### config.mk
export PLATFORM = sky130hd
export DESIGN_NAME = ghp_queue
export DESIGN_NICKNAME = d
export VERILOG_FILES = /design/src/rtl/ghp_pkg.sv /design/src/rtl/ghp_queue.sv
export SDC_FILE = /design/constraint.sdc
export NUM_CORES = 1
export LEC_CHECK = 0
export ABC_AREA = 1
export BUFFER_PORTS_ARGS = -buffer_cell sky130_fd_sc_hd__buf_4
export CAP_MARGIN = 20
export CORE_MARGIN = 2
export CORE_UTILIZATION = 35
export DETAILED_ROUTE_END_ITERATION = 7
export PLACE_DENSITY = 0.68
export SYNTH_ARGS = -nofsm -noshare
export SYNTH_HDL_FRONTEND = slang
export SYNTH_SLANG_ARGS = --single-unit
### constraint.sdc
create_clock -name clk -period 8.7 [get_ports clk]
set_clock_uncertainty 0.2 [all_clocks]
set_input_delay 1.74 -clock clk [delete_from_list [all_inputs] [get_ports clk]]
set_output_delay 1.74 -clock clk [all_outputs]
set_load 0.03 [all_outputs]
### src/rtl/ghp_pkg.sv
// ----------------------------------------------------------------------------
// ghp_pkg
// Shared types, codes and constants for the generational handle pool.
// ----------------------------------------------------------------------------
package ghp_pkg;

  localparam int MAX_SLOTS_DEFAULT = 1024;
  localparam int QUEUE_DEPTH       = 2;
  localparam int ITEM_COUNT_RESET  = 1023;
  localparam int ADDR_W            = 3;
  localparam int DATA_W            = 32;

  localparam logic REG_TYPE_TAG   = 1'b0;
  localparam logic REG_ITEM_COUNT = 1'b1;

  localparam logic [2:0] ACT_ADD     = 3'd0;
  localparam logic [2:0] ACT_REMOVE  = 3'd1;
  localparam logic [2:0] ACT_CHECK   = 3'd2;
  localparam logic [2:0] ACT_CLEAR   = 3'd3;
  localparam logic [2:0] ACT_COMPACT = 3'd4;
  localparam logic [2:0] ACT_ITERATE = 3'd5;

  localparam logic [2:0] ST_OK    = 3'd0;
  localparam logic [2:0] ST_FULL  = 3'd1;
  localparam logic [2:0] ST_TYPE  = 3'd2;
  localparam logic [2:0] ST_RANGE = 3'd3;
  localparam logic [2:0] ST_ZERO  = 3'd4;
  localparam logic [2:0] ST_OLD   = 3'd5;
  localparam logic [2:0] ST_NEW   = 3'd6;
  localparam logic [2:0] ST_IDLE  = 3'd7;

  typedef enum logic [2:0] {
    OP_ADD,
    OP_REMOVE,
    OP_CHECK,
    OP_CLEAR,
    OP_COMPACT,
    OP_ITERATE,
    OP_NOP
  } op_t;

  typedef struct packed {
    op_t         op;
    logic [2:0]  pre_status;
    logic [31:0] index;
    logic [15:0] generation;
    logic [9:0]  cursor;
  } item_t;

  typedef enum logic [3:0] {
    S_INIT,
    S_IDLE,
    S_ACC,
    S_CLR,
    S_CMP_RD,
    S_CMP_EV,
    S_IT_RD,
    S_IT_EV
  } back_state_t;

endpackage

### src/rtl/ghp_queue.sv
// ----------------------------------------------------------------------------
// ghp_queue
// Short FIFO of decoded transactions between front and back.
// ----------------------------------------------------------------------------
module ghp_queue (
  input  logic           clk,
  input  logic           rst,
  input  logic           push,
  input  ghp_pkg::item_t push_item,
  input  logic           pop,
  output ghp_pkg::item_t head_item,
  output logic           empty,
  output logic           full
);

  localparam int Depth = ghp_pkg::QUEUE_DEPTH;
  localparam int PW    = (Depth > 1) ? $clog2(Depth) : 1;
  localparam logic [PW-1:0] LastPtr = PW'(Depth - 1);

  ghp_pkg::item_t entries [Depth];
  logic [PW-1:0]  wr_ptr;
  logic [PW-1:0]  rd_ptr;
  logic [PW:0]    fill;

  assign empty     = (fill == '0);
  assign full      = (fill == (PW+1)'(Depth));
  assign head_item = entries[rd_ptr];

  always_ff @(posedge clk) begin
    if (push) begin
      entries[wr_ptr] <= push_item;
    end
  end

  always_ff @(posedge clk) begin
    if (rst) begin
      wr_ptr <= '0;
      rd_ptr <= '0;
      fill   <= '0;
    end else begin
      if (push) begin
        wr_ptr <= (wr_ptr == LastPtr) ? '0 : wr_ptr + PW'(1);
      end
      if (pop) begin
        rd_ptr <= (rd_ptr == LastPtr) ? '0 : rd_ptr + PW'(1);
      end
      unique case ({push, pop})
        2'b10:   fill <= fill + (PW+1)'(1);
        2'b01:   fill <= fill - (PW+1)'(1);
        default: fill <= fill;
      endcase
    end
  end

endmodule

==> results.json <==
{
  "status": "complete, no violations",
  "antenna_left": 0,
  "dr.first_iter.drc_count": 176,
  "finalWeightedCongestion": 0.661,
  "sw_frac_of_total": 0.227,
  "layout_commonest_cell": "buf_4",
  "cpMaxStageDelayCell": "dfxtp_4",
  "cts-buffers-inserted": 17,
  "synth_top_area_share": 0.747,
  "peakVddDrop_v": 0.000131,
  "worstHoldStart": "rd_ptr",
  "slew_headroom": 0.475,
  "place_hpwl_mm": 5.94,
  "synthesis.area_um2": 5150,
  "drc_errors": 0,
  "cts_tree": "done",
  "power_mw": 1.68,
  "maxClockFrequency_mhz": 233,
  "worst-path-buf-inv": 2,
  "vias": 2548,
  "vias_per_cell": 4.42,
  "reg2reg_depth": 2,
  "r2r-start": "wr_ptr",
  "hold_path_depth": 2,
  "period_minus_slack_ns": 4.29,
  "row_count": 44,
  "io_buffers": 133,
  "grt-ovfl-total": 0,
  "cts_setup_buffers": 0,
  "crit_fanout": 34,
  "p_sw_mw": 0.380,
  "fin_util": 0.475,
  "layout_setup_ws_ns": 4.41,
  "grt_max_degree": 39,
  "synth_cell_types": 15,
  "root_buffer": "clkbuf_16",
  "htreeDepth": 4,
  "die_h_um": 125,
  "path_class": "flip-flop to output port",
  "wl_per_cell_um": 15.4,
  "synth_warnings": 0,
  "finalCritPeriodShare": 0.493,
  "dp_slack_ns": 4.79,
  "p_leak_nw": 2.71,
  "firstDrtPassIters": 4,
  "synth.avg_cell_area_um2": 22.2,
  "grt_pass1_vias": 2764,
  "rsz0062_at_grt": "false",
  "nets": 449,
  "ios": 134,
  "critPathMaxStageDelay_ns": 0.77,
  "die_x_um": 125,
  "syn2layout_area_growth_pct": 33.1,
  "worstPathRequired_ns": 6.76,
  "intPower_mw": 1.30,
  "ff2ff_setup_slack_ns": 6.53,
  "seqPwrFrac": 0.453,
  "cts_buffer_depth": 2,
  "die_area_um2": 15700,
  "synth_fp_nets": 301,
  "endpoint_kind": "output port",
  "finalWirelength_mm": 8.90,
  "cpLargestDelayFamily": "buffers and inverters",
  "core_um2": 14400,
  "synth-seq-cells": 133,
  "clkSinkCount": 133,
  "synth.area.top_cells": "edfxtp_1, mux2_4, buf_12, dfxtp_1, mux2_2",
  "worst_hold_path_type": "flip-flop to flip-flop",
  "cp-start-kind": "flip-flop",
  "clk_pin_slew_ns": 0.05,
  "timing.critical_path.mode_cell": "buf_4",
  "insertedDiodeCount": 0,
  "maxCapViolCount": 0,
  "powerDensity_nw_per_um2": 245,
  "yosysTopAreaCell": "edfxtp_1",
  "slew_violations": 0,
  "setup_violations": 0,
  "clk_latency_ns": 0.40,
  "grt_pass1_wl_mm": 14.1,
  "yosysSeqAreaShare": 0.766,
  "drive_above_1_share": 0.584,
  "cts_hold_buffers": 0,
  "clockPowerShare": 0.408,
  "grt_usage": 0.119,
  "setup_tns_ns": 0,
  "cp.arrival_ns": 2.35,
  "tightest_slew_ns": 0.786,
  "final_cell_mix": "buf_4, edfxtp_1, mux2_4",
  "hold_viol": 0,
  "combPwrFrac": 0.139,
  "path_cells": "buf_4 > mux2_2 > buf_4",
  "syn_inst": 232,
  "n_fill_cell": 1252,
  "initial_core_util": 0.357,
  "cts_resized": 0,
  "r2r-end": "entries[0][17]",
  "antenna_found_initial": 0
}
-- stage by stage --
stage | instances | area (µm²) | hold WS, ns
finish | 576 | 6850 | 0.319
global route | 576 | 6850 | 0.349
CTS | 576 | 6850 | 0.322
detailed placement | 545 | 6280 | 0.308
global placement | 545 | 6280 | 0.298
floorplan | 232 | 5150 | 0.280
-- power by group through the flow --
stage / Combinational, mW / Sequential, mW / Clock [mW]
final: 0.233 / 0.759 / 0.685
after global placement: 0.233 / 0.771 / 0
after floorplan: 0.166 / 0.763 / 0
after global routing: 0.246 / 0.763 / 0.736
after detailed placement: 0.236 / 0.773 / 0
after CTS: 0.237 / 0.760 / 0.704
-- routing by layer --
layer	vias to the layer above	wire [µm]	track usage
met5	-	0	0
li1	1196	-	-
met2	95	4640	0.201
met4	0	119	0.0477
met1	1247	3440	0.130
met3	10	698	0.0552
-- area by class of cell --
| type | count | area (µm²) | share of cell area |
|---|---|---|---|
| Multi-Input combinational cell | 85 | 1050 | 0.154 |
| Inverter | 7 | 26.3 | 0.00384 |
| Timing Repair Buffer | 136 | 1020 | 0.149 |
| Clock buffer | 20 | 437 | 0.0638 |
| Sequential cell | 133 | 3950 | 0.576 |
| Tap cell | 184 | 230 | 0.0336 |
| Clock inverter | 11 | 135 | 0.0197 |
-- cell usage after synthesis --
| cell type | n |
|---|---|
| inv_1 | 7 |
| nor2_1 | 10 |
| mux2_4 | 60 |
| a21oi_1 | 1 |
| o21ai_0 | 1 |
| edfxtp_1 | 128 |
| nor3_1 | 1 |
| nand2_1 | 5 |
| xnor2_1 | 1 |
| dfxtp_1 | 5 |
| mux2_2 | 4 |
| ha_1 | 1 |
| buf_12 | 6 |
| buf_6 | 1 |
| nand4_1 | 1 |
-- flip-flops by register name, indices dropped and copies added (netlist names), named ones only --
signal   count
entries    128
rd_ptr       1
wr_ptr       1
fill         2
-- cell families after synthesis --
| kind of cell | Yosys count | share of synthesized area |
|---|---|---|
| adders and majority gates | 1 | 0.00243 |
| muxes | 64 | 0.184 |
| xor gates and xnor gates | 1 | 0.00170 |
| AOI/OAI and AO/OA | 2 | 0.00194 |
| buffers and inverters | 14 | 0.0306 |
| and+or+nand+nor | 17 | 0.0131 |
| DFF | 133 | 0.766 |
-- worst register-to-register path, delay by kind of cell (launching register included) --
kind / cells / cell delay [ns]
AND/OR/NAND/NOR: 1 / 0.63
flip-flops: 1 / 0.34
buffers and inverters: 1 / 0.58
-- worst max path at each step --
| stage | startpoint | end | depth (start not counted) |
|---|---|---|---|
| 2_1_floorplan | push | entries[0][0] | 2 |
| 3_3_place_gp | flip-flop | head_item[46] | 3 |
| 3_5_place_dp | flip-flop | head_item[46] | 3 |
| 4_1_cts | flip-flop | head_item[46] | 3 |
| 5_1_grt | flip-flop | head_item[46] | 3 |
| 6_report | flip-flop | head_item[46] | 3 |
Power figures use the tool's default switching activity.
