## src/rtl/ghp_pkg.sv

```systemverilog
// ----------------------------------------------------------------------------
// ghp_pkg
// Shared types, codes and constants for the generational handle pool.
// ----------------------------------------------------------------------------
package ghp_pkg;

  localparam int MAX_SLOTS_DEFAULT = 1024;
  localparam int QUEUE_DEPTH       = 2;
  localparam int ITEM_COUNT_RESET  = 1023;
  localparam int ADDR_W            = 3;
  localparam int DATA_W            = 32;

  localparam logic REG_TYPE_TAG   = 1'b0;
  localparam logic REG_ITEM_COUNT = 1'b1;

  localparam logic [2:0] ACT_ADD     = 3'd0;
  localparam logic [2:0] ACT_REMOVE  = 3'd1;
  localparam logic [2:0] ACT_CHECK   = 3'd2;
  localparam logic [2:0] ACT_CLEAR   = 3'd3;
  localparam logic [2:0] ACT_COMPACT = 3'd4;
  localparam logic [2:0] ACT_ITERATE = 3'd5;

  localparam logic [2:0] ST_OK    = 3'd0;
  localparam logic [2:0] ST_FULL  = 3'd1;
  localparam logic [2:0] ST_TYPE  = 3'd2;
  localparam logic [2:0] ST_RANGE = 3'd3;
  localparam logic [2:0] ST_ZERO  = 3'd4;
  localparam logic [2:0] ST_OLD   = 3'd5;
  localparam logic [2:0] ST_NEW   = 3'd6;
  localparam logic [2:0] ST_IDLE  = 3'd7;

  typedef enum logic [2:0] {
    OP_ADD,
    OP_REMOVE,
    OP_CHECK,
    OP_CLEAR,
    OP_COMPACT,
    OP_ITERATE,
    OP_NOP
  } op_t;

  typedef struct packed {
    op_t         op;
    logic [2:0]  pre_status;
    logic [31:0] index;
    logic [15:0] generation;
    logic [9:0]  cursor;
  } item_t;

  typedef enum logic [3:0] {
    S_INIT,
    S_IDLE,
    S_ACC,
    S_CLR,
    S_CMP_RD,
    S_CMP_EV,
    S_IT_RD,
    S_IT_EV
  } back_state_t;

endpackage

```

## src/rtl/ghp_front.sv

```systemverilog
// ----------------------------------------------------------------------------
// ghp_front
// Takes commands, decodes the action and does the register-only handle checks
// (type, range, zero index) before the transaction is queued.
// ----------------------------------------------------------------------------
module ghp_front #(
  parameter int MAX_SLOTS = ghp_pkg::MAX_SLOTS_DEFAULT
) (
  input  logic                         start,
  output logic                         busy,
  input  logic [2:0]                   action,
  input  logic [31:0]                  handle_index,
  input  logic [15:0]                  handle_generation,
  input  logic [15:0]                  handle_type,
  input  logic [9:0]                   cursor,
  input  logic [15:0]                  type_tag,
  input  logic [$clog2(MAX_SLOTS)-1:0] slot_limit,
  input  logic                         q_full,
  input  logic                         initialising,
  output logic                         push,
  output ghp_pkg::item_t               item
);

  ghp_pkg::op_t op;
  logic [2:0]   pre;

  assign busy = q_full | initialising;
  assign push = start & ~busy;

  always_comb begin
    unique case (action)
      ghp_pkg::ACT_ADD:     op = ghp_pkg::OP_ADD;
      ghp_pkg::ACT_REMOVE:  op = ghp_pkg::OP_REMOVE;
      ghp_pkg::ACT_CHECK:   op = ghp_pkg::OP_CHECK;
      ghp_pkg::ACT_CLEAR:   op = ghp_pkg::OP_CLEAR;
      ghp_pkg::ACT_COMPACT: op = ghp_pkg::OP_COMPACT;
      ghp_pkg::ACT_ITERATE: op = ghp_pkg::OP_ITERATE;
      default:              op = ghp_pkg::OP_NOP;
    endcase
  end

  always_comb begin
    pre = ghp_pkg::ST_OK;
    if (op == ghp_pkg::OP_REMOVE || op == ghp_pkg::OP_CHECK) begin
      priority if (handle_type != type_tag) begin
        pre = ghp_pkg::ST_TYPE;
      end else if (handle_index > 32'(slot_limit)) begin
        pre = ghp_pkg::ST_RANGE;
      end else if (handle_index == 32'd0) begin
        pre = ghp_pkg::ST_ZERO;
      end else begin
        pre = ghp_pkg::ST_OK;
      end
    end
  end

  always_comb begin
    item.op         = op;
    item.pre_status = pre;
    item.index      = handle_index;
    item.generation = handle_generation;
    item.cursor     = cursor;
  end

endmodule

```

## config.mk

```make
export PLATFORM = sky130hd
export DESIGN_NAME = ghp_front
export DESIGN_NICKNAME = d
export VERILOG_FILES = /design/src/rtl/ghp_pkg.sv /design/src/rtl/ghp_front.sv
export SDC_FILE = /design/constraint.sdc
export NUM_CORES = 1
export LEC_CHECK = 0
export BUFFER_PORTS_ARGS = -buffer_cell sky130_fd_sc_hd__buf_2
export CORE_MARGIN = 10
export CORE_UTILIZATION = 29
export DETAILED_ROUTE_END_ITERATION = 8
export PLACE_DENSITY = 0.93
export SETUP_SLACK_MARGIN = 0.05
export SLEW_MARGIN = 0
export SYNTH_ARGS = -nofsm -noshare
export SYNTH_HDL_FRONTEND = slang
export SYNTH_SLANG_ARGS = --single-unit
export TNS_END_PERCENT = 30
```

## constraint.sdc

```tcl
create_clock -name vclk -period 1.6
set_input_delay 0 -clock vclk [all_inputs]
set_output_delay 0 -clock vclk [all_outputs]
set_load 0.05 [all_outputs]
```

==> results.txt, run 1 <==
Status: finished with violations
Failing checks: negative setup slack
Post-Route WL: 3970 um
Post-layout util: 42.0%
Hold WC Path Type: in2out
Fin crit share: 102%
Hold Path End: item[14]
Worst-path cell chain: buf_6 -> ha_4 -> nor2b_1 -> o211ai_1 -> a2111oi_4 -> o21ai_2 -> buf_4 -> a311oi_2 -> buf_6
DRT Pass-1 Iters: 4
Setup bufs post-CTS: 0
HP Start: handle_generation[4]
DRC viols: 0
Register area: 0 um^2
Die Wd: 78.8 um
Vias: 1129
DRT antenna net count: 0
Initial antenna violation count: 0
Worst-path maximum fanout: 3
FMAX: 615 MHz
Ys Warns: 0
DR WL/cell: 15.7 um
First-pass GRT wire length: 5920 um
VDD IR max: 175 uV
Syn-to-layout area delta: 39.9%
Vias/cell: 4.48
Worst setup EP type: output port
Commonest non-fill, non-tap cell in the layout: buf_2
Arrival @ worst endpoint: 1630 ps
Die area: 6200 um^2
Placement Setup Slack: -234 ps
Nets: 324
Post-Syn Area: 1000 um^2
Final critical-path required period: 1630 ps
CP required: 1600 ps
Core Box Area: 3340 um^2
Yosys cell types: 24
Cell count after synthesis: 138
Worst Tran Pin Value: 386 ps
Worst path bufs/invs: 3
Hold path cells: 0
Rows: 21
Sequential-to-total area share from yosys stat: 0%
Cell mode on critical path: buf_6
Die H: 78.8 um
Synthesized net count: 254
Seq_cells: 0
Final HPWL DP: 3710 um
Initial Utilization: 30.0%
Post-CTS Hold Buffers: 0
Critical path launch point type: input pin
Final setup viols: 1
Unrepaired setup endpoints after global routing: true
GR Overflow Total: 0
Largest net degree at the start of global routing: 5
Critical-path top delay cell: a2111oi_4
Max-slew headroom: 74.0%
Leakage: 0.755 nW
Critical Path Start: handle_index[1]
Fin. max-slew vios: 0
P per Cell Area: 359 nW/um^2
Min setup slack post-route: -26.8 ps
Vias in the first global route: 1340
Max cap viols: 0
Total GRT Usage: 11.3%
Buffers on Ports: 120
Largest delay share family, worst path: compound AO/OA/AOI/OAI gates
Placer Congestion: 0.766
Iteration-0 DRC count of the detailed router: 30
Commonest non-fill, non-tap cells in the layout: 116 x buf_2, 17 x xnor2_1, 10 x inv_1
Crit Path Class: in2out
Inserted Diodes: 0
Tot Pwr: 0.503 mW
# clk buffers: 0
Syn_area_per_cell: 7.25 um^2
Crit path largest cell delay: 330 ps
Final Hold Vio Count: 0
Fraction of layout cells with a size suffix above 1: 68.9%
I/O Pins: 172
## cell usage after synthesis
| cell | instances | area share (%) |
|---|---|---|
| a2111oi_0 | 1 | 0.88 |
| a21boi_0 | 1 | 0.75 |
| a21o_1 | 1 | 0.75 |
| a21oi_1 | 4 | 2.0 |
| a311o_2 | 1 | 1.1 |
| a311oi_1 | 1 | 0.88 |
| and4_1 | 1 | 0.88 |
| and4b_1 | 1 | 1.0 |
| buf_4 | 58 | 44 |
| clkbuf_1 | 2 | 0.75 |
| ha_1 | 10 | 13 |
| inv_1 | 11 | 4.1 |
| nand2_1 | 3 | 1.1 |
| nand3_1 | 1 | 0.50 |
| nand4_1 | 6 | 3.8 |
| nor2_1 | 5 | 1.9 |
| nor2b_1 | 1 | 0.63 |
| nor4_1 | 8 | 5.0 |
| o211ai_1 | 1 | 0.75 |
| o21ai_0 | 1 | 0.50 |
| o21ai_1 | 1 | 0.50 |
| or2_2 | 1 | 0.63 |
| or4_1 | 1 | 0.75 |
| xnor2_1 | 17 | 15 |
## per-layer routing
metal	track usage [%]	part of all wire (%)	up-vias
met3	6.76	16	14
met2	21.9	51	86
li1	-	-	545
met5	0	0	-
met4	2.87	2.6	0
met1	9.43	31	484
## stage by stage
| stage | instances | hold slack [ps] | instance area [um^2] | TNS, ps |
|---|---|---|---|---|
| 4_1_cts | 252 | 0.341 | 1320 | -261 |
| 3_3_place_gp | 252 | 0.341 | 1290 | -386 |
| 5_1_grt | 252 | 0.0891 | 1400 | -299 |
| 3_5_place_dp | 252 | 0.341 | 1290 | -460 |
| 2_1_floorplan | 138 | 99.9 | 1010 | -190 |
| 6_report | 252 | 0.0184 | 1400 | -26.8 |
## how the worst max path moves through the flow
stage               endpoint  cells after the start
finish              item[59]                      9
global route        item[59]                     10
CTS                 item[59]                      9
detailed placement  item[59]                      9
global placement    item[59]                      9
floorplan           item[59]                      7
## cells by family (layout without fill, tap and decap cells)
kind of cell	count (synthesis)	after routing	synth area share (%)
buffers and inverters	71	139	48.4
AND/OR/NAND/NOR	28	28	16.1
XOR/XNOR	17	17	14.9
AO/OA/AOI/OAI	12	12	8.13
adder cells (fa/ha/maj)	10	10	12.5
## power breakdown
part / internal [mW] / total [mW] / leakage, nW / switching, mW
combinational: 0.188 / 0.503 / 0.755 / 0.315
sequential: 0 / 0 / 0 / 0
clock: 0 / 0 / 0 / 0
## layout make-up
class                      instances  area (um^2)
fill                             346         1940
inverter                          11         43.8
multi-input combinational         67          609
tap                               46         57.6
timing repair buffer             128          689
## what timing repair did
action | CTS | global route
setup endpoints to repair | 3 | 3
gates resized for setup | 9 | 13
pin swaps | 0 | 5
(Power assumes the default switching activity.)
==> run 2: changes to the inputs <==
--- a/config.mk
+++ b/config.mk
@@ -9,7 +9,7 @@
 export CORE_MARGIN = 10
 export CORE_UTILIZATION = 29
 export DETAILED_ROUTE_END_ITERATION = 8
-export PLACE_DENSITY = 0.93
+export PLACE_DENSITY = 0.85
 export SETUP_SLACK_MARGIN = 0.05
 export SLEW_MARGIN = 0
 export SYNTH_ARGS = -nofsm -noshare
==> run 2 against run 1 <==
The run still ends with negative setup slack left. Global-route usage shrank 0.16 points. First-iteration DRC count shrank 67%. Sequential cell count is the same.
==> results.txt, run 2 (synthesis gave the netlist of run 1 again) <==
Min setup slack post-route: -64.1 ps (-37.3 ps)
Failing checks: negative setup slack
Arrival @ worst endpoint: 1660 ps (+30 ps)
Nets: 326 (+0.62%)
Fin Setup TNS: -112 ps (-85.2 ps)
Fin crit share: 104% (+2.3 points)
Initial Utilization: 30.0% (unchanged)
Register area: 0 um^2 (unchanged)
Final critical-path required period: 1660 ps (+37.3 ps)
# clk buffers: 0 (unchanged)
Global routing's busiest layer: met2
Placed insts: 254 (+0.79%)
Placement Setup Slack: -273 ps (-38.4 ps)
Inserted Diodes: 0 (unchanged)
Critical path launch point type: input pin
Hold WS: 0.0184 ps (-0.0000205 ps)
GR Overflow Total: 0 (unchanged)
FILL cells: 348 (+0.58%)
Max-slew headroom: 74.8% (+0.73 points)
Vias in the first global route: 1347 (+0.52%)
Setup bufs post-CTS: 0 (unchanged)
Leakage: 0.768 nW (+1.7%)
Core Box Area: 3340 um^2 (unchanged)
Commonest non-fill, non-tap cells in the layout: 116 x buf_2, 17 x xnor2_1, 10 x inv_1
DRT Pass-1 Iters: 2 (-2)
I/O Pins: 172 (unchanged)
Placer Congestion: 0.742 (-3.2%)
DRT antenna net count: 0 (unchanged)
Worst-path maximum fanout: 3 (unchanged)
Crit Path Class: in2out
Die H: 78.8 um (unchanged)
Vias: 1157 (+2.5%)
Buffers on Ports: 120 (unchanged)
Worst setup EP type: output port
DRC viols: 0 (unchanged)
Hold WC Path Type: in2out
Die area: 6200 um^2 (unchanged)
HP Start: handle_generation[9]
Iteration-0 DRC count of the detailed router: 10 (-67%)
Syn-to-layout area delta: 41.7%
Post-layout util: 42.5% (+0.56 points)
Commonest non-fill, non-tap cell in the layout: buf_2
Fin. max-slew vios: 0 (unchanged)
Final setup viols: 3 (+2)
Total GRT Usage: 11.1% (-0.16 points)
Worst Tran Pin Value: 376 ps (-10.1 ps)
DR WL/cell: 15.6 um (-1.0%)
Vias/cell: 4.56 (+1.7%)
Unrepaired setup endpoints after global routing: true
Final Hold Vio Count: 0 (unchanged)
CP required: 1600 ps (about the same)
FMAX: 601 MHz (-2.2%)
Post-Route WL: 3960 um (-0.25%)
Rows: 21 (unchanged)
Met1 Use GR: 8.66% (-0.77 points)
Seq_cells: 0 (unchanged)
M2 GR Usage: 22.4% (+0.49 points)
Non-Filler Instances: 254 (+0.79%)
P per Cell Area: 358 nW/um^2 (-0.38%)
First-pass GRT wire length: 5840 um (-1.4%)
Met3 Use GR: 7.88% (+1.1 points)
Max cap viols: 0 (unchanged)
VDD IR max: 163 uV (-6.8%)
Status: finished with violations
Fraction of layout cells with a size suffix above 1: 68.3% (-0.66 points)
Final HPWL DP: 3700 um (-0.38%)
Initial antenna violation count: 0 (unchanged)
Critical Path Start: handle_index[1]
Largest net degree at the start of global routing: 5 (unchanged)
Die Wd: 78.8 um (unchanged)
run 2: changes by cell type in the layout (fill, tap and decap cells not counted), sizes merged:
cell	previous run	this run
buf	128	130
run 2: final timing paths:
kind / to / slack (ps) / depth (start not counted)
worst min-delay path: item[19] / 0.02 / 0
worst max-delay path: item[59] / -60 / 9
run 2: cell type report:
| type | count | area, um^2 | share of cell area [%] |
|---|---|---|---|
| inverters | 11 | 43.8 | 3.09 |
| repair buffers | 130 | 704 | 49.6 |
| well taps | 46 | 57.6 | 4.06 |
| multi-input cells | 67 | 613 | 43.2 |
run 2: critical path: stages:
cell	delay, ps
buf_6	100
ha_4	250
nor2b_1	120
o211ai_1	130
a2111oi_4	380
o21ai_4	110
buf_6	130
a311oi_4	230
buf_6	200
run 2: through the flow:
stage	total power, mW	instance area [um^2]
after floorplan	0.515	1010
after global placement	0.472	1300
after detailed placement	0.480	1300
after CTS	0.494	1350
after global routing	0.546	1420
final	0.508	1420
run 2: where the power goes:
| part | internal, mW | switching, mW | leakage (nW) | total (mW) |
|---|---|---|---|---|
| Combinational | 0.191 | 0.317 | 0.768 | 0.508 |
| Clock | 0 | 0 | 0 | 0 |
| Sequential | 0 | 0 | 0 | 0 |
run 2: routing by layer:
metal / up-vias / share of wire [%] / wire [um]
met5: - / 0 / 0
met3: 6 / 16 / 650
li1: 548 / - / -
met1: 512 / 31 / 1220
met4: 0 / 0.63 / 25
met2: 91 / 52 / 2060
run 2: what timing repair did:
action	in CTS	in global routing
hold endpoints to repair	0	0
hold buffers	0	0
pin swaps	0	5
resized for setup	10	12
setup endpoints to repair	3	3
